[src/mwf_pkg.sv]
// Shared types and constants of the median window filter.
package mwf_pkg;

    localparam int PIX_W     = 8;
    localparam int DIM_W     = 12;
    localparam int COORD_W   = 11;
    localparam int CFG_IDX_W = 4;

    localparam logic [CFG_IDX_W-1:0] REG_FRAME_WIDTH  = CFG_IDX_W'(0);
    localparam logic [CFG_IDX_W-1:0] REG_FRAME_HEIGHT = CFG_IDX_W'(1);

    localparam logic [DIM_W-1:0] RESET_FRAME_WIDTH  = DIM_W'(640);
    localparam logic [DIM_W-1:0] RESET_FRAME_HEIGHT = DIM_W'(480);

    typedef logic [PIX_W-1:0] pix_t;

    typedef struct packed {
        pix_t             px;
        logic [DIM_W-1:0] row;
        logic [DIM_W-1:0] col;
        logic             has_med;
        logic             has_bord;
    } mwf_meta_t;

    typedef struct packed {
        pix_t      med;
        mwf_meta_t meta;
    } mwf_entry_t;

endpackage

[src/mwf_sorter.sv]
// Pipelined odd-even transposition sorter that yields the window median.
module mwf_sorter import mwf_pkg::*; #(
    parameter int N = 9
) (
    input  logic                  clk,
    input  logic                  rst_n,
    input  logic                  in_valid,
    input  logic [N-1:0][PIX_W-1:0] in_win,
    input  mwf_meta_t             in_meta,
    output logic                  out_valid,
    output pix_t                  out_med,
    output mwf_meta_t             out_meta
);

    localparam int NSTG = (N + 1) / 2;

    logic [N-1:0][PIX_W-1:0] stg [0:NSTG];
    logic                    vld [0:NSTG];
    mwf_meta_t               mta [0:NSTG];

    assign stg[0] = in_win;
    assign vld[0] = in_valid;
    assign mta[0] = in_meta;

    for (genvar s = 0; s < NSTG; s++)
    begin : g_stage
        logic [N-1:0][PIX_W-1:0] ra;
        logic [N-1:0][PIX_W-1:0] rb;

        always_comb
        begin
            ra = stg[s];
            for (int k = 0; k + 1 < N; k += 2)
            begin
                if (stg[s][k] > stg[s][k+1])
                begin
                    ra[k]   = stg[s][k+1];
                    ra[k+1] = stg[s][k];
                end
            end
            rb = ra;
            for (int k = 1; k + 1 < N; k += 2)
            begin
                if (ra[k] > ra[k+1])
                begin
                    rb[k]   = ra[k+1];
                    rb[k+1] = ra[k];
                end
            end
        end

        always_ff @(posedge clk or negedge rst_n)
        begin
            if (!rst_n)
            begin
                vld[s+1] <= 1'b0;
            end
            else
            begin
                vld[s+1] <= vld[s];
            end
        end

        always_ff @(posedge clk)
        begin
            stg[s+1] <= rb;
            mta[s+1] <= mta[s];
        end
    end

    assign out_valid = vld[NSTG];
    assign out_med   = stg[NSTG][N/2];
    assign out_meta  = mta[NSTG];

endmodule

[config.mk]
export PLATFORM = sky130hd
export DESIGN_NAME = mwf_sorter
export DESIGN_NICKNAME = d
export VERILOG_FILES = /design/src/mwf_pkg.sv /design/src/mwf_sorter.sv
export SDC_FILE = /design/constraint.sdc
export NUM_CORES = 1
export LEC_CHECK = 0
export ABC_AREA = 1
export BUFFER_PORTS_ARGS = -buffer_cell sky130_fd_sc_hd__buf_4
export CAP_MARGIN = 40
export CORE_MARGIN = 3
export CORE_UTILIZATION = 23
export DETAILED_ROUTE_END_ITERATION = 10
export SLEW_MARGIN = 30
export SYNTH_ARGS = -nofsm -noshare
export SYNTH_HDL_FRONTEND = slang
export SYNTH_SLANG_ARGS = --single-unit
[constraint.sdc]
create_clock -name clk -period 2.75 [get_ports clk]
set_input_delay 0.1375 -clock clk [delete_from_list [all_inputs] [get_ports clk]]
set_output_delay 0.1375 -clock clk [all_outputs]
set_load 0.005 [all_outputs]
==> reports/metrics.yaml, run 1 <==
outcome:
  outcome: "complete, but fails checks"
  violations: "negative setup slack"
timing:
  finalSetupViolCount: 115
  hold_slack_ns: 0.0568
  min_period_ns: 2.89
  relSlewSlack_pct: 69.7
  setup_slack_ns: -0.142
  finalHoldViolCount: 0
  rsz0062_at_grt: "true"
  min_period_over_period_pct: 105
  finalSetupTns_ns: -4.32
  maxClockFrequency_ghz: 0.346
  slew_violations: 0
  worst_slew_pin_slew_ns: 0.453
  finClkSkew_ns: 0.0422
synthesis:
  avgSynthCellArea_um2: 7.66
  ys_seq_area_share_pct: 34.2
  netlist_instances: 3245
  synth_area_um2: 24800
  synth_nets: 3626
  yosysWarnings: 0
  ys_types: 31
  ys_ff_latch: 423
layout:
  nets: 4352
  antenna_cells: 0
  multi_input_area_um2: 18000
  utilization_pct: 36.1
  fill_cells: 10600
  register_area_um2: 8550
  layout-drive-gt1-share_pct: 42.2
  area_delta_synth_final_pct: 54.4
worst_setup_path:
  setup.worst_path.start_class: "register"
  rr_startpoint: "stg[263]$_DFF_P_"
  cp-end-kind: "register"
  ff2ff_path_depth: 18
  path_max_fanout: 16
  worstPathArrival_ns: 3.36
  startpoint: "stg[263]$_DFF_P_"
  worstPathRequired_ns: 3.22
  path_class: "register to register"
floorplan:
  die_area_um2: 112000
  num_rows: 119
  initial_core_util_pct: 23.4
  die_w_um: 335
  die-height_um: 335
  fp.coreArea_um2: 106000
  ioPinCount: 152
global_routing:
  grt_pass1_vias: 22900
  grt_max_degree: 17
  grt.total_usage_pct: 11.9
  grt_pass1_wl_mm: 111
  grt_overflow: 0
  antenna_found_initial: 0
placed_design:
  gp_congestion: 0.883
  dpl.hpwl_mm: 51.0
  io_buffers: 151
min_path:
  holdCritStartpoint: "in_win[57]"
  holdPathStages: 6
  hold_path.class: "primary input to register"
detailed_routing:
  via_count: 23500
  ant_nets: 0
  drt_iter0_drc: 1190
  wl_per_cell_um: 13.4
  drc: 0
  finalWirelength_mm: 72.4
  avgViaCountPerCell: 4.35
  firstDrtPassIters: 5
cts:
  cts_made_buffers: 48
  clk_pin_slew_worst_paths_ns: 0.06
  clk-insertion-delay-late_ns: 0.63
  clock_sinks: 423
  cts_tree: "built"
  htree_num_levels: 2
  max-clock-path-buffers: 3
  cts-root-buf: "clkbuf_16"
job:
  cap_violations: 0
[state kept, by name, indices dropped and copies added, names as in the netlist]
register,count
out_valid,1
g_stage.ra,16
out_meta,34
mta,136
vld,4
stg,224
out_med,8
[path summary, 6_finish.rpt]
kind	slack, ns	end
setup / recovery	-0.14	stg[171]$_DFF_P_
hold / removal	0.06	stg[337]$_DFF_P_
setup reg to reg	-0.14	stg[171]$_DFF_P_
hold reg to reg	0.32	out_meta[20]$_DFF_P_
max in group asynchronous	2.10	vld[1]$_DFF_PN0_
min in group asynchronous	0.46	out_valid$_DFF_PN0_
[cell usage in the layout (no fill, tap or decap), types with 54 or more instances in the layout]
cell type      instances
nand2_1              633
buf_4                548
nand3_1              462
dfxtp_1              370
inv_1                350
nand2_2              237
nand3_2              153
ha_1                 153
dlygate4sd3_1        121
ha_4                 118
nand2_4               94
and2_1                80
inv_2                 76
a21oi_1               55
clkbuf_16             54
[stage by stage]
stage	worst slack, ns	area [um2]	cells
final	-0.142	38400	5401
after global routing	-0.254	38400	5401
after global placement	-0.220	29700	5044
after floorplan	0.0876	24800	3245
after detailed placement	-0.217	29700	5044
after CTS	-0.0995	34900	5333
[cell type report]
cell class                      instances  share of cell area [%]
Multi-Input combinational cell       2306                    46.9
Sequential cell                       423                    22.3
Timing Repair Buffer                  763                    17.9
Clock inverter                         24                   0.669
Clock buffer                           65                    3.53
Inverter                              429                    4.22
Tap cell                             1391                    4.54
[cells in the mapped netlist]
| cell | count | area share, % |
|---|---|---|
| buf_6 | 10 | 0.45 |
| nand2_2 | 107 | 2.7 |
| o21ai_1 | 26 | 0.52 |
| a21oi_2 | 1 | 0.035 |
| o21ai_2 | 4 | 0.14 |
| nor2_2 | 37 | 0.93 |
| buf_8 | 3 | 0.18 |
| nor2_1 | 46 | 0.69 |
| nand2_1 | 806 | 12 |
| buf_12 | 5 | 0.40 |
| inv_2 | 24 | 0.36 |
| a21oi_4 | 10 | 0.65 |
| a21o_1 | 31 | 0.94 |
| nand4_1 | 3 | 0.076 |
| buf_4 | 74 | 2.2 |
| nand3_2 | 28 | 1.1 |
| nand2_4 | 54 | 2.4 |
| o21a_1 | 3 | 0.091 |
| o21ai_4 | 7 | 0.46 |
| buf_2 | 13 | 0.26 |
| nand3_1 | 625 | 13 |
| nor2_4 | 11 | 0.50 |
| dfrtp_1 | 5 | 0.50 |
| nand4_4 | 14 | 1.2 |
| o21ai_0 | 1 | 0.020 |
| nand4_2 | 4 | 0.20 |
| inv_1 | 405 | 6.1 |
| dfxtp_1 | 418 | 34 |
| a21oi_1 | 73 | 1.5 |
| and2_1 | 125 | 3.1 |
| ha_1 | 272 | 14 |
[kinds of logic (layout without fill, tap and decap cells)]
kind of cell,after synthesis,count (layout),synth area share (%)
buffers and inverters,534,1281,10.0
adder cells (fa/ha/maj),272,272,13.7
AO/OA/AOI/OAI,156,159,4.33
AND/OR/NAND/NOR,1860,1875,37.8
flip-flops,423,423,34.2
[routing by layer]
| layer | routed length, um | vias to the layer above | GRT usage (%) |
|---|---|---|---|
| met5 | 0 | - | 0 |
| met4 | 1990 | 0 | 3.68 |
| met3 | 2800 | 140 | 1.72 |
| met2 | 36600 | 527 | 21.5 |
| met1 | 31000 | 10900 | 14.4 |
| li1 | - | 11900 | - |
[critical path, stage by stage, from the launching register on]
cell and delay (ns):
dfxtp_2 0.31, inv_2 0.07, ha_4 0.21, a21o_1 0.18
nor2_4 0.23, nand2_8 0.11, buf_4 0.16, buf_6 0.15
nand3_2 0.09, nand2_1 0.08, ha_1 0.29, nand2_2 0.07
nor2_4 0.14, nand3_4 0.12, nor2_4 0.14, a21oi_4 0.04
buf_12 0.16, nand3_1 0.10, nand2_1 0.08
[timing repair]
action	4_1_cts	5_1_grt
endpoints found under the setup margin	146	216
hold buffers	123	0
gates cloned	19	11
gates resized for setup	289	596
buffers inserted	59	62
pin swaps	81	195
hold endpoints to repair	112	0
Power of run 1 is not shown: default switching activity piles up to over one toggle a cycle in this logic, so the estimate is an artifact.
==> inputs of run 2 (changes only) <==
--- a/config.mk
+++ b/config.mk
@@ -15,3 +15,4 @@
 export SYNTH_ARGS = -nofsm -noshare
 export SYNTH_HDL_FRONTEND = slang
 export SYNTH_SLANG_ARGS = --single-unit
+export TNS_END_PERCENT = 20
==> constraint.sdc (replaced) <==
create_clock -name clk -period 2.75 [get_ports clk]
set_input_delay 0.275 -clock clk [delete_from_list [all_inputs] [get_ports clk]]
set_output_delay 0.275 -clock clk [all_outputs]
set_load 0.005 [all_outputs]
==> run 2 against run 1 <==
Net effect: the flow still finishes with violations (negative setup slack); critical endpoint is now stg[175]$_DFF_P_; non-clock buffer count is 35 lower; register-to-register slack about the same; cell area is 5.3% lower; first-iteration DRC count unchanged; die area unchanged; clock skew fell by 0.016 ns.
==> reports/metrics.yaml, run 2 (same netlist as run 1, synthesis figures left out) <==
layout:
  antenna_cells: 0
  largest-register: "stg"
  register_area_um2: 8540
  layout_common_cells: "704 x nand2_1, 602 x buf_4, 524 x nand3_1"
  largest_reg_flops: 224
  mostFrequentLayoutCell: "nand2_1"
  multi_input_area_um2: 16600
  nets: 4309
  fill_cells: 10800
  area_delta_synth_final_pct: 46.2
  finalNonFillerCells: 5356
  layout-drive-gt1-share_pct: 37.7
detailed_routing:
  wl_met3_mm: 2.54
  drt-met1-wl_mm: 30.5
  dr_wl_met2_mm: 34.1
  finalWirelength_mm: 68.9
  firstDrtPassIters: 6
  ant_nets: 0
  drc: 0
  routed.top_layer: "met4"
  wl_per_cell_um: 12.9
  via_count: 23000
  avgViaCountPerCell: 4.29
  drt_iter0_drc: 1190
timing:
  finalHoldViolCount: 0
  rsz0062_at_grt: "true"
  worst_slew_pin_slew_ns: 0.456
  slew_violations: 0
  finClkSkew_ns: 0.0259
  finalSetupTns_ns: -2.15
  min_period_over_period_pct: 105
  finalSetupViolCount: 40
  relSlewSlack_pct: 69.5
  min_period_ns: 2.88
  setup_slack_ns: -0.129
  maxClockFrequency_ghz: 0.347
worst_setup_path:
  path_max_fanout: 8
  cp-end-kind: "register"
  worstPathArrival_ns: 3.39
  ff2ff_path_depth: 18
  path_class: "register to register"
  setup.worst_path.start_class: "register"
  worstPathRequired_ns: 3.26
floorplan:
  initial_core_util_pct: 23.4
  die_area_um2: 112000
  die_w_um: 335
  die-height_um: 335
  ioPinCount: 152
  fp.coreArea_um2: 106000
  num_rows: 119
cts:
  clk-insertion-delay-late_ns: 0.59
  clock_sinks: 423
  clk_pin_slew_worst_paths_ns: 0.06
  cts_tree: "built"
  cts-root-buf: "clkbuf_16"
  cts_made_buffers: 48
  max-clock-path-buffers: 3
  htree_num_levels: 2
outcome:
  outcome: "complete, but fails checks"
  violations: "negative setup slack"
min_path:
  holdPathStages: 5
  hold_path.class: "primary input to register"
global_routing:
  grt.total_usage_pct: 11.4
  grt_pass1_vias: 22300
  grt_overflow: 0
  grt_max_degree: 17
  grt_pass1_wl_mm: 107
  antenna_found_initial: 0
placed_design:
  io_buffers: 151
  gp_congestion: 0.839
  dp.cells: 5138
  dpl.hpwl_mm: 51.7
job:
  cap_violations: 0
==> run 2: per-stage QoR <==
step           hold slack, ns  util [%]  worst slack [ns]  instance area (um2)
2_1_floorplan         -0.0206         -            0.0876                24800
3_3_place_gp           0.0762      28.6            -0.237                30500
3_5_place_dp           0.0796      28.6            -0.242                30500
4_1_cts                0.0281      31.7           -0.0546                33700
5_1_grt                0.0876      34.2            -0.287                36300
6_report               0.0745      34.2            -0.129                36300
==> run 2: worst max-delay path, cell delays in order, from the launching register on <==
cell       delay, ns
dfxtp_2         0.32
inv_2           0.05
ha_4            0.27
nand2_4         0.06
nor2_4          0.14
buf_6           0.13
nand2_8         0.07
nand2_8         0.12
buf_4           0.13
nand3_2         0.06
and2_4          0.15
ha_4            0.26
nand2_2         0.09
nor2_4          0.17
nand3_4         0.11
o21ai_4         0.26
clkbuf_16       0.20
nand3_1         0.10
nand2_1         0.10
==> run 2: timing repair <==
item	CTS	global route
setup endpoints to repair	152	176
hold buffers	56	0
hold endpoints to repair	64	0
setup buffers	21	37
gates resized for setup	129	452
pin swaps	41	166
gates cloned	7	11
==> run 2: worst paths after layout <==
kind | startpoint | end | slack [ns]
max | stg[247]$_DFF_P_ | stg[175]$_DFF_P_ | -0.13
min | in_win[8] | stg[296]$_DFF_P_ | 0.07
max reg2reg | stg[247]$_DFF_P_ | stg[175]$_DFF_P_ | -0.13
min reg2reg | mta[70]$_DFF_P_ | mta[36]$_DFF_P_ | 0.31
max in group asynchronous | rst_n | out_valid$_DFF_PN0_ | 1.95
min in group asynchronous | rst_n | vld[2]$_DFF_PN0_ | 0.61
==> run 2: layout make-up <==
| class | instances | area share (%) |
|---|---|---|
| multi-input cells | 2298 | 45.7 |
| flip-flops and latches | 423 | 23.5 |
| repair buffers | 728 | 16.9 |
| well taps | 1391 | 4.79 |
| inverters | 429 | 4.44 |
| clock buffers | 63 | 3.69 |
| clock inverters | 24 | 0.972 |
==> run 2: per-layer routing <==
| metal | vias to the layer above | GRT usage, % |
|---|---|---|
| met5 | - | 0 |
| met4 | 0 | 3.02 |
| met3 | 127 | 1.52 |
| met2 | 443 | 20.2 |
| met1 | 10600 | 14.5 |
| li1 | 11800 | - |
Power of run 2 is left out for the same reason.
