$ cat config.mk
export PLATFORM = sky130hd
export DESIGN_NAME = mwf_out_queue
export DESIGN_NICKNAME = d
export VERILOG_FILES = /design/src/mwf_pkg.sv /design/src/mwf_out_queue.sv
export SDC_FILE = /design/constraint.sdc
export NUM_CORES = 1
export LEC_CHECK = 0
export BUFFER_PORTS_ARGS = -buffer_cell sky130_fd_sc_hd__clkbuf_2
export CAP_MARGIN = 20
export CORE_MARGIN = 3
export CORE_UTILIZATION = 40
export DETAILED_ROUTE_END_ITERATION = 10
export PLACE_DENSITY_LB_ADDON = 0.25
export SYNTH_ARGS = -nofsm -noshare
export SYNTH_HDL_FRONTEND = slang
export SYNTH_SLANG_ARGS = --single-unit
$ cat constraint.sdc
create_clock -name clk -period 11.4 [get_ports clk]
set_input_delay 0.57 -clock clk [delete_from_list [all_inputs] [get_ports clk]]
set_output_delay 0.57 -clock clk [all_outputs]
set_load 0.05 [all_outputs]
$ cat src/mwf_pkg.sv
// Shared types and constants of the median window filter.
package mwf_pkg;

    localparam int PIX_W     = 8;
    localparam int DIM_W     = 12;
    localparam int COORD_W   = 11;
    localparam int CFG_IDX_W = 4;

    localparam logic [CFG_IDX_W-1:0] REG_FRAME_WIDTH  = CFG_IDX_W'(0);
    localparam logic [CFG_IDX_W-1:0] REG_FRAME_HEIGHT = CFG_IDX_W'(1);

    localparam logic [DIM_W-1:0] RESET_FRAME_WIDTH  = DIM_W'(640);
    localparam logic [DIM_W-1:0] RESET_FRAME_HEIGHT = DIM_W'(480);

    typedef logic [PIX_W-1:0] pix_t;

    typedef struct packed {
        pix_t             px;
        logic [DIM_W-1:0] row;
        logic [DIM_W-1:0] col;
        logic             has_med;
        logic             has_bord;
    } mwf_meta_t;

    typedef struct packed {
        pix_t      med;
        mwf_meta_t meta;
    } mwf_entry_t;

endpackage

$ cat src/mwf_out_queue.sv
// Result queue that splits each entry into its median word and border word.
module mwf_out_queue import mwf_pkg::*; #(
    parameter int DEPTH = 16,
    parameter int HALF  = 1
) (
    input  logic               clk,
    input  logic               rst_n,
    input  logic               push,
    input  mwf_entry_t         push_entry,
    output logic               out_valid,
    input  logic               out_ready,
    output logic [PIX_W-1:0]   pixel_out,
    output logic [COORD_W-1:0] out_row,
    output logic [COORD_W-1:0] out_col,
    output logic               is_filtered,
    output logic               last_of_run,
    output logic               freed
);

    localparam int PW = $clog2(DEPTH);
    localparam int CW = $clog2(DEPTH + 1);
    localparam logic [DIM_W-1:0] HALF_D = DIM_W'(HALF);

    mwf_entry_t      q_mem [DEPTH];
    logic [PW-1:0]   wr_ptr_reg;
    logic [PW-1:0]   rd_ptr_reg;
    logic [CW-1:0]   cnt_reg;
    logic            med_sent_reg;
    mwf_entry_t      head;
    logic            send_med;
    logic            pop;
    logic [DIM_W-1:0] med_row;
    logic [DIM_W-1:0] med_col;

    assign head      = q_mem[rd_ptr_reg];
    assign out_valid = (cnt_reg != CW'(0));
    assign send_med  = head.meta.has_med && !med_sent_reg;
    assign med_row   = head.meta.row - HALF_D;
    assign med_col   = head.meta.col - HALF_D;

    assign pixel_out   = send_med ? head.med : head.meta.px;
    assign out_row     = send_med ? med_row[COORD_W-1:0] : head.meta.row[COORD_W-1:0];
    assign out_col     = send_med ? med_col[COORD_W-1:0] : head.meta.col[COORD_W-1:0];
    assign is_filtered = send_med;
    assign last_of_run = !send_med || !head.meta.has_bord;

    assign pop   = out_valid && out_ready;
    assign freed = pop && last_of_run;

    always_ff @(posedge clk)
    begin
        if (push)
        begin
            q_mem[wr_ptr_reg] <= push_entry;
        end
    end

    always_ff @(posedge clk or negedge rst_n)
    begin
        if (!rst_n)
        begin
            wr_ptr_reg   <= '0;
            rd_ptr_reg   <= '0;
            cnt_reg      <= '0;
            med_sent_reg <= 1'b0;
        end
        else
        begin
            if (push)
            begin
                wr_ptr_reg <= wr_ptr_reg + 1'b1;
            end
            if (freed)
            begin
                rd_ptr_reg <= rd_ptr_reg + 1'b1;
            end
            if (pop)
            begin
                med_sent_reg <= !last_of_run;
            end
            cnt_reg <= cnt_reg + CW'(push) - CW'(freed);
        end
    end

endmodule

==> tab_implementation.tex, run 1 <==
\begin{tabular}{lr}
\hline
Metric & Value \\
\hline
\multicolumn{2}{l}{\textbf{Detailed routing}} \\
\quad Antenna violation net count after detailed routing & 0 \\
\quad Router iterations before antenna repair & 5 \\
\quad Mean routed wirelength per cell & 26.4 um \\
\quad Vias per std cell & 5.54 \\
\quad Number of vias after detailed routing & 12,300 \\
\quad Routed Wire Length & 58,900 um \\
\quad Post-route DRC & 0 \\
\quad Initial drt markers & 1,157 \\
\multicolumn{2}{l}{\textbf{Clocking}} \\
\quad Number of buffers added for setup after CTS & 0 \\
\quad Clock transition time at the flip-flop clock pins of the worst setup and hold paths & 0.06 ns \\
\quad Largest buffer count on any clock path & 3 \\
\quad CTS Sinks & 654 \\
\quad CTS H-Tree Depth & 3 \\
\quad Clock tree from TritonCTS & done \\
\quad Total CTS buffers & 66 \\
\quad Source-to-sink clock delay at the later pin of the worst-skew pair & 0.58 ns \\
\quad Root buffer selected by CTS & clkbuf\_16 \\
\multicolumn{2}{l}{\textbf{Pwr}} \\
\quad Leak & 9.48 nW \\
\quad Max rail drop VDD & 0.000243 V \\
\quad P per Cell Area & 276 nW/um2 \\
\multicolumn{2}{l}{\textbf{Cells and area}} \\
\quad Share of layout cells above drive strength 1 & 25.4\% \\
\quad Number of fill cells in the layout & 5,279 \\
\quad Final instance area & 29,100 um2 \\
\quad Area Overhead vs Synth & 13.5\% \\
\quad Net count reported at finish & 1,393 \\
\quad Max FFs per register & 640 \\
\multicolumn{2}{l}{\textbf{Die}} \\
\quad Die Y & 259 um \\
\quad Count of pins on the block boundary & 80 \\
\quad Die outline area & 67,100 um2 \\
\quad Area of the core region & 63,200 um2 \\
\quad FP Rows & 92 \\
\quad Die extent in x & 259 um \\
\quad Starting utilization of the core area & 40.5\% \\
\multicolumn{2}{l}{\textbf{Yosys}} \\
\quad Async set or reset register ratio after synthesis & 2.14\% \\
\quad Main flop type after synthesis & edfxtp\_1 \\
\quad Synth top area share & 75.0\% \\
\quad Count of flip-flops with a built-in enable after synthesis & 640 \\
\quad Yosys top cell by area & edfxtp\_1 \\
\quad Mapped Nets & 1,284 \\
\quad Largest cells by area after synthesis & edfxtp\_1 75\%, mux4\_2 11\%, mux2i\_1 3.8\% \\
\quad Most used standard cell by instance count after synthesis & edfxtp\_1 \\
\quad Synthesized instance count & 1,224 \\
\quad Mean instance size in the synthesized netlist & 20.9 um2 \\
\quad Register area share after synthesis & 76.4\% \\
\quad Yosys cell types & 45 \\
\quad Most frequent cells after synthesis & 640 x edfxtp\_1, 123 x mux4\_2, 98 x mux2i\_1 \\
\quad Summed instance area of the synthesized netlist & 25,600 um2 \\
\quad Number of register bits inferred by synthesis & 654 \\
\quad Synth warn & 0 \\
\multicolumn{2}{l}{\textbf{Placed design}} \\
\quad Last weighted congestion value of the routability-driven placer & 0.714 \\
\quad Dpl cell area & 27,000 um2 \\
\quad Count of buffers from port buffering & 77 \\
\quad Estimated wirelength of the detail-placed design & 30,300 um \\
\quad Worst setup slack after placement & 5.69 ns \\
\multicolumn{2}{l}{\textbf{Min path}} \\
\quad Count of cells along the worst hold path & 2 \\
\quad Launch instance of the worst min-delay path & push \\
\quad Endpoint, Worst Hold & wr\_ptr\_reg[0] \\
\quad Classification of the worst-slack hold path & in -> reg \\
\multicolumn{2}{l}{\textbf{STA}} \\
\quad Number of setup violations in the final report & 0 \\
\quad Pins over their slew limit & 0 \\
\quad Crit share post-route & 54.0\% \\
\quad Headroom to the max-slew limit & 32.8\% \\
\quad Clock Skew & 0.0163 ns \\
\quad Final WS setup & 5.25 ns \\
\quad Worst-margin pin slew & 1.00 ns \\
\quad Setup repair after global routing missed its margin & false \\
\quad Shortest clock period the worst path allows after layout & 6.15 ns \\
\quad Total count of hold-check failures in the final report & 0 \\
\quad Setup total negative slack & 0 ns \\
\quad Fmax & 0.163 GHz \\
\multicolumn{2}{l}{\textbf{Setup path}} \\
\quad Setup slack of the worst register-to-register path & 5.88 ns \\
\quad Slowest cell on the critical path & buf\_4 \\
\quad Cell chain of the critical path & buf\_12, buf\_4, mux4\_2, a22oi\_1, nand2\_1, inv\_1, ha\_1, nand3\_1, nor2\_1, nand4\_1, xnor2\_1, clkbuf\_2 \\
\quad Kind of launch point of the worst setup path & flop \\
\quad Count of cells along the worst register-to-register path & 15 \\
\quad Critical path endpoint category & output port \\
\quad End of the worst register-to-register path & cnt\_reg[4] \\
\quad Number of stages on the worst setup path & 12 \\
\quad Largest delay contributor family on the critical path & buffers and inverters \\
\quad Total buffers and inverters traversed by the critical path & 4 \\
\quad Worst endpoint required time & 10.83 ns \\
\quad CP Max Fanout & 98 \\
\quad Data arrival at the endpoint of the critical path & 5.58 ns \\
\quad Worst reg2reg startpoint & rd\_ptr\_reg[1] \\
\quad Type of the worst setup path & reg -> out \\
\quad Highest cell delay on the worst timing path & 0.84 ns \\
\multicolumn{2}{l}{\textbf{Outcome}} \\
\quad Result of the run & complete, no violations \\
\multicolumn{2}{l}{\textbf{Global route}} \\
\quad Global-route wire length before repair & 85,700 um \\
\quad Number of antenna violations at the first check in global routing & 4 \\
\quad Gr usage total & 17.7\% \\
\quad Largest net degree at the start of global routing & 99 \\
\quad Congestion Overflow GR & 0 \\
\quad Via count of the first global-routing pass & 13,000 \\
\multicolumn{2}{l}{\textbf{Job}} \\
\quad Count of max-cap constraint violations & 0 \\
\hline
\end{tabular}
[metrics by stage]
stage | util [%] | instances | power (W) | hold slack, ns
6_report | 46.0 | 2227 | 0.00801 | 0.305
5_1_grt | 46.0 | 2226 | 0.00838 | 0.329
4_1_cts | 46.0 | 2225 | 0.00812 | 0.273
3_5_place_dp | 42.8 | 2110 | 0.00608 | 0.513
3_3_place_gp | 42.8 | 2110 | 0.00604 | 0.515
2_1_floorplan | - | 1224 | 0.00524 | 0.274
[worst register-to-register path: cells and delay by family, from the launching register on]
kind | cells | cell delay (ns)
flops | 1 | 0.78
buf+inv | 3 | 1.40
compound gates | 4 | 1.24
xor+xnor | 1 | 0.12
mux | 1 | 0.45
fa+ha+maj | 3 | 0.84
simple gates | 3 | 0.62
[cells in the final DEF, fill, tap and decap left out, types with 4 or more instances in the layout]
cell,netlist,routed
clkinv_1,0,12
o21ai_0,28,28
xor2_1,7,7
a21o_1,6,6
clkbuf_1,24,14
nand4_1,5,5
clkbuf_2,0,77
a221oi_1,47,47
nand2_1,44,44
ha_1,13,13
mux2_2,4,4
mux2i_1,98,98
mux4_2,123,123
nand3_1,6,6
a21oi_1,4,4
buf_4,19,26
dfrtp_1,14,11
a22oi_1,20,20
nand2b_1,7,7
clkinv_2,0,10
xnor2_1,23,23
inv_1,16,15
edfxtp_1,640,640
a222oi_1,5,5
nor2_1,23,9
nor2_4,0,14
clkbuf_16,0,69
[power breakdown]
group	switching, W	total, W	internal (W)	leakage, nW
logic	0.00194	0.00294	0.00100	2.55
registers	0.000134	0.00304	0.00291	5.95
clock network	0.000859	0.00203	0.00117	0.985
[metal layers]
| layer | up-vias | routed length [um] | global-route usage [%] |
|---|---|---|---|
| met3 | 78 | 3300 | 2.95 |
| met2 | 326 | 30200 | 30.1 |
| met1 | 6627 | 24000 | 23.2 |
| met4 | 4 | 1370 | 6.08 |
| met5 | - | 27 | 0 |
| li1 | 5309 | - | - |
[layout make-up]
cell class | count | area, um2 | share of cell area [%]
Inverter | 16 | 60.1 | 0.207
Clock inverter | 31 | 235 | 0.809
Timing Repair Buffer | 105 | 611 | 2.10
Antenna cell | 2 | 5.00 | 0.0172
Sequential cell | 654 | 19600 | 67.3
Tap cell | 846 | 1060 | 3.64
Multi-Input combinational cell | 490 | 5750 | 19.8
Clock buffer | 83 | 1780 | 6.12
[logic make-up after synthesis]
kind of cell             after synthesis  synth area share [%]
multiplexers                         225                  14.8
AO/OA/AOI/OAI                        117                  3.44
XOR/XNOR                              30                  1.03
AND/OR/NAND/NOR                      104                  1.95
buffers and inverters                 80                  1.68
flip-flops                           654                  76.4
adder cells (fa/ha/maj)               14                 0.713
[worst max-delay path by stage]
stage,startpoint,endpoint
6_report,rd_ptr_reg[0],out_col[10]
5_1_grt,rd_ptr_reg[0],out_col[10]
4_1_cts,rd_ptr_reg[0],out_col[10]
3_5_place_dp,rd_ptr_reg[0],out_col[10]
3_3_place_gp,rd_ptr_reg[0],out_col[10]
2_1_floorplan,push,q_mem[3][0]
[what timing repair did]
| action | in CTS | in global routing |
|---|---|---|
| endpoints found under the hold margin | 14 | 0 |
| gates resized for setup | 0 | 0 |
| endpoints found under the setup margin | 0 | 0 |
| hold buffers | 1 | 0 |
(Power assumes the default switching activity.)
==> run 2: changes to the inputs <==
==> constraint.sdc (replaced) <==
create_clock -name clk -period 5.34 [get_ports clk]
set_input_delay 0.267 -clock clk [delete_from_list [all_inputs] [get_ports clk]]
set_output_delay 0.267 -clock clk [all_outputs]
set_load 0.05 [all_outputs]
==> run 2 against run 1 <==
  * Routed wire length increased by 0.11%
  * Global-route usage is 0.14 points higher
  * Sequential share of layout area decreased by 0.40 points
  * Clock power up 110%
  * Register-to-register slack worse by 4.8 ns
  * Worst hold slack lost 0.22 ns
  * Final area increased by 0.60%
  * Die area unchanged
  * Clock-buffer cell count rose by 6
  * Critical path type unchanged
  * Critical endpoint is now out_row[10]
  * Largest cell class unchanged
  * Largest power group unchanged
==> tab_implementation.tex, run 2 (synthesis results as in run 1) <==
\begin{tabular}{lr}
\hline
Metric & Value \\
\hline
\multicolumn{2}{l}{\textbf{Outcome}} \\
\quad Result of the run & complete, no violations \\
\multicolumn{2}{l}{\textbf{Cells and area}} \\
\quad Max FFs per register & 640 (unchanged) \\
\quad Net count reported at finish & 1,408 (+1.1\%) \\
\quad Commonest non-fill, non-tap cells in the layout & 640 x edfxtp\_1, 123 x mux4\_2, 98 x mux2i\_1, 77 x clkbuf\_2, 71 x clkbuf\_16 \\
\quad Number of fill cells in the layout & 5,219 (-1.1\%) \\
\quad Final std cells w/o fill & 2,244 (+0.76\%) \\
\quad Area Overhead vs Synth & 14.2\% \\
\quad Share of layout cells above drive strength 1 & 25.8\% (+0.43 points) \\
\quad Leading cell type in the layout, fill and taps excluded & edfxtp\_1 \\
\multicolumn{2}{l}{\textbf{Die}} \\
\quad Starting utilization of the core area & 40.5\% (unchanged) \\
\quad Area of the core region & 63,200 um2 (unchanged) \\
\quad Count of pins on the block boundary & 80 (unchanged) \\
\quad Die outline area & 67,100 um2 (unchanged) \\
\quad FP Rows & 92 (unchanged) \\
\quad Die Y & 259 um (unchanged) \\
\quad Die extent in x & 259 um (unchanged) \\
\multicolumn{2}{l}{\textbf{Clocking}} \\
\quad Clock tree from TritonCTS & done \\
\quad Total CTS buffers & 66 (unchanged) \\
\quad Root buffer selected by CTS & clkbuf\_16 \\
\quad Source-to-sink clock delay at the later pin of the worst-skew pair & 0.59 ns (about the same) \\
\quad CTS H-Tree Depth & 3 (unchanged) \\
\quad CTS Sinks & 654 (unchanged) \\
\quad Clock transition time at the flip-flop clock pins of the worst setup and hold paths & 0.06 ns (about the same) \\
\quad Largest buffer count on any clock path & 3 (unchanged) \\
\multicolumn{2}{l}{\textbf{STA}} \\
\quad Crit share post-route & 88.3\% \\
\quad Setup repair after global routing missed its margin & false \\
\quad Total count of hold-check failures in the final report & 0 (unchanged) \\
\quad Pins over their slew limit & 0 (unchanged) \\
\quad Headroom to the max-slew limit & 30.5\% (-2.3 points) \\
\quad Clock Skew & 0.0153 ns (-0.000966 ns) \\
\quad Setup total negative slack & 0 ns (unchanged) \\
\quad Number of setup violations in the final report & 0 (unchanged) \\
\quad Worst-margin pin slew & 1.04 ns (+0.0371 ns) \\
\quad Shortest clock period the worst path allows after layout & 4.71 ns \\
\quad Fmax & 0.212 GHz \\
\multicolumn{2}{l}{\textbf{Setup path}} \\
\quad Cell chain of the critical path & and2\_2, buf\_12, a221oi\_1, o21ai\_0, nand2\_1, inv\_1, ha\_1, and2\_0, nand4b\_1, xnor2\_1, clkbuf\_2 \\
\quad Type of the worst setup path & reg -> out \\
\quad Kind of launch point of the worst setup path & flop \\
\quad Total buffers and inverters traversed by the critical path & 3 (-1) \\
\quad Data arrival at the endpoint of the critical path & 4.45 ns (-1.13 ns) \\
\quad Highest cell delay on the worst timing path & 0.81 ns (-0.03 ns) \\
\quad Setup slack of the worst register-to-register path & 1.04 ns (-4.84 ns) \\
\quad Worst endpoint required time & 5.07 ns (-5.76 ns) \\
\quad Count of cells along the worst register-to-register path & 14 (-1) \\
\quad Slowest cell on the critical path & dfrtp\_4 \\
\quad Critical path endpoint category & output port \\
\quad CP Max Fanout & 35 (-64\%) \\
\quad Largest delay contributor family on the critical path & simple AND/OR/NAND/NOR gates \\
\quad Worst reg2reg startpoint & rd\_ptr\_reg[1] \\
\quad Number of stages on the worst setup path & 11 (-1) \\
\quad End of the worst register-to-register path & cnt\_reg[4] \\
\multicolumn{2}{l}{\textbf{Global route}} \\
\quad Global-route wire length before repair & 86,800 um (+1.3\%) \\
\quad Congestion Overflow GR & 0 (unchanged) \\
\quad Via count of the first global-routing pass & 12,800 (-1.1\%) \\
\quad Gr usage total & 17.8\% (+0.14 points) \\
\quad Largest net degree at the start of global routing & 57 (-42\%) \\
\quad Number of antenna violations at the first check in global routing & 6 (+2) \\
\multicolumn{2}{l}{\textbf{Detailed routing}} \\
\quad Vias per std cell & 5.47 (-1.2\%) \\
\quad Router iterations before antenna repair & 5 (unchanged) \\
\quad Mean routed wirelength per cell & 26.3 um (-0.65\%) \\
\quad Post-route DRC & 0 (unchanged) \\
\quad Initial drt markers & 1,070 (-7.5\%) \\
\quad Routed Wire Length & 58,900 um (+0.11\%) \\
\quad Antenna violation net count after detailed routing & 0 (unchanged) \\
\quad Number of vias after detailed routing & 12,300 (-0.49\%) \\
\multicolumn{2}{l}{\textbf{Placed design}} \\
\quad Placed instance count & 2,124 (+0.66\%) \\
\quad Estimated wirelength of the detail-placed design & 32,200 um (+6.2\%) \\
\quad Count of buffers from port buffering & 77 (unchanged) \\
\quad Last weighted congestion value of the routability-driven placer & 0.729 (+2.1\%) \\
\multicolumn{2}{l}{\textbf{Job}} \\
\quad Count of max-cap constraint violations & 0 (unchanged) \\
\multicolumn{2}{l}{\textbf{Min path}} \\
\quad Classification of the worst-slack hold path & in -> reg \\
\quad Count of cells along the worst hold path & 3 (+1) \\
\quad Endpoint, Worst Hold & med\_sent\_reg \\
\quad Launch instance of the worst min-delay path & out\_ready \\
\multicolumn{2}{l}{\textbf{Pwr}} \\
\quad P per Cell Area & 589 nW/um2 (+110\%) \\
\quad Max rail drop VDD & 0.000482 V (+98\%) \\
\quad Leak & 9.58 nW (+0.95\%) \\
\hline
\end{tabular}
-- run 2: worst register-to-register path, cell delays in order (launching register included) --
cell	delay, ns
dfrtp_4	0.81
buf_4	0.65
mux4_2	0.38
nand3_1	0.08
a31o_2	0.35
a211oi_1	0.37
nor2_2	0.16
ha_1	0.31
inv_1	0.04
ha_1	0.20
fa_1	0.44
a21oi_1	0.16
nor2_1	0.05
nor2_1	0.11
xnor2_1	0.12
-- run 2: metal layers --
layer | share of wire, % | wire length, um | global-route usage (%) | vias to the layer above
met2 | 49 | 28900 | 29.1 | 328
met1 | 43 | 25500 | 24.6 | 6531
li1 | - | - | - | 5337
met5 | 0.032 | 19 | 0 | -
met3 | 5.3 | 3120 | 3.09 | 84
met4 | 2.4 | 1410 | 5.68 | 4
-- run 2: repair_timing --
action / in CTS / in global routing
gates resized for setup: 0 / 0
hold buffers: 2 / 0
buffers inserted: 0 / 0
hold endpoints to repair: 16 / 0
-- run 2: power breakdown --
part           internal [W]  switching (W)  total, W
clock               0.00252        0.00183   0.00434
sequential          0.00620       0.000264   0.00646
combinational       0.00223        0.00420   0.00643
-- run 2: how the worst max path moves through the flow --
stage,startpoint,end
after floorplan,wr_ptr_reg[1],q_mem[1][0]
after global placement,rd_ptr_reg[1],cnt_reg[4]
after detailed placement,rd_ptr_reg[1],cnt_reg[4]
after CTS,rd_ptr_reg[1],out_row[10]
after global routing,rd_ptr_reg[1],out_row[10]
final,rd_ptr_reg[1],out_row[10]
-- run 2: metrics by stage --
step	cell area, um2	power (W)	setup WS, ns	hold slack [ns]	util [%]
global route	29200	0.0180	0.270	0.0806	46.3
global placement	27200	0.0130	1.10	0.209	43.0
CTS	29200	0.0174	0.486	0.0427	46.3
detailed placement	27200	0.0131	1.07	0.213	43.0
finish	29200	0.0172	0.627	0.0867	46.3
floorplan	25600	0.0112	1.41	-0.0286	-
-- run 2: final cells by class --
class	count	area, um2	share of cell area [%]
repair buffers	120	779	2.67
well taps	846	1060	3.62
flip-flops and latches	654	19600	66.9
multi-input cells	490	5750	19.6
inverters	16	60.1	0.205
diodes	3	7.51	0.0257
clock buffers	89	1840	6.31
clock inverters	26	174	0.595
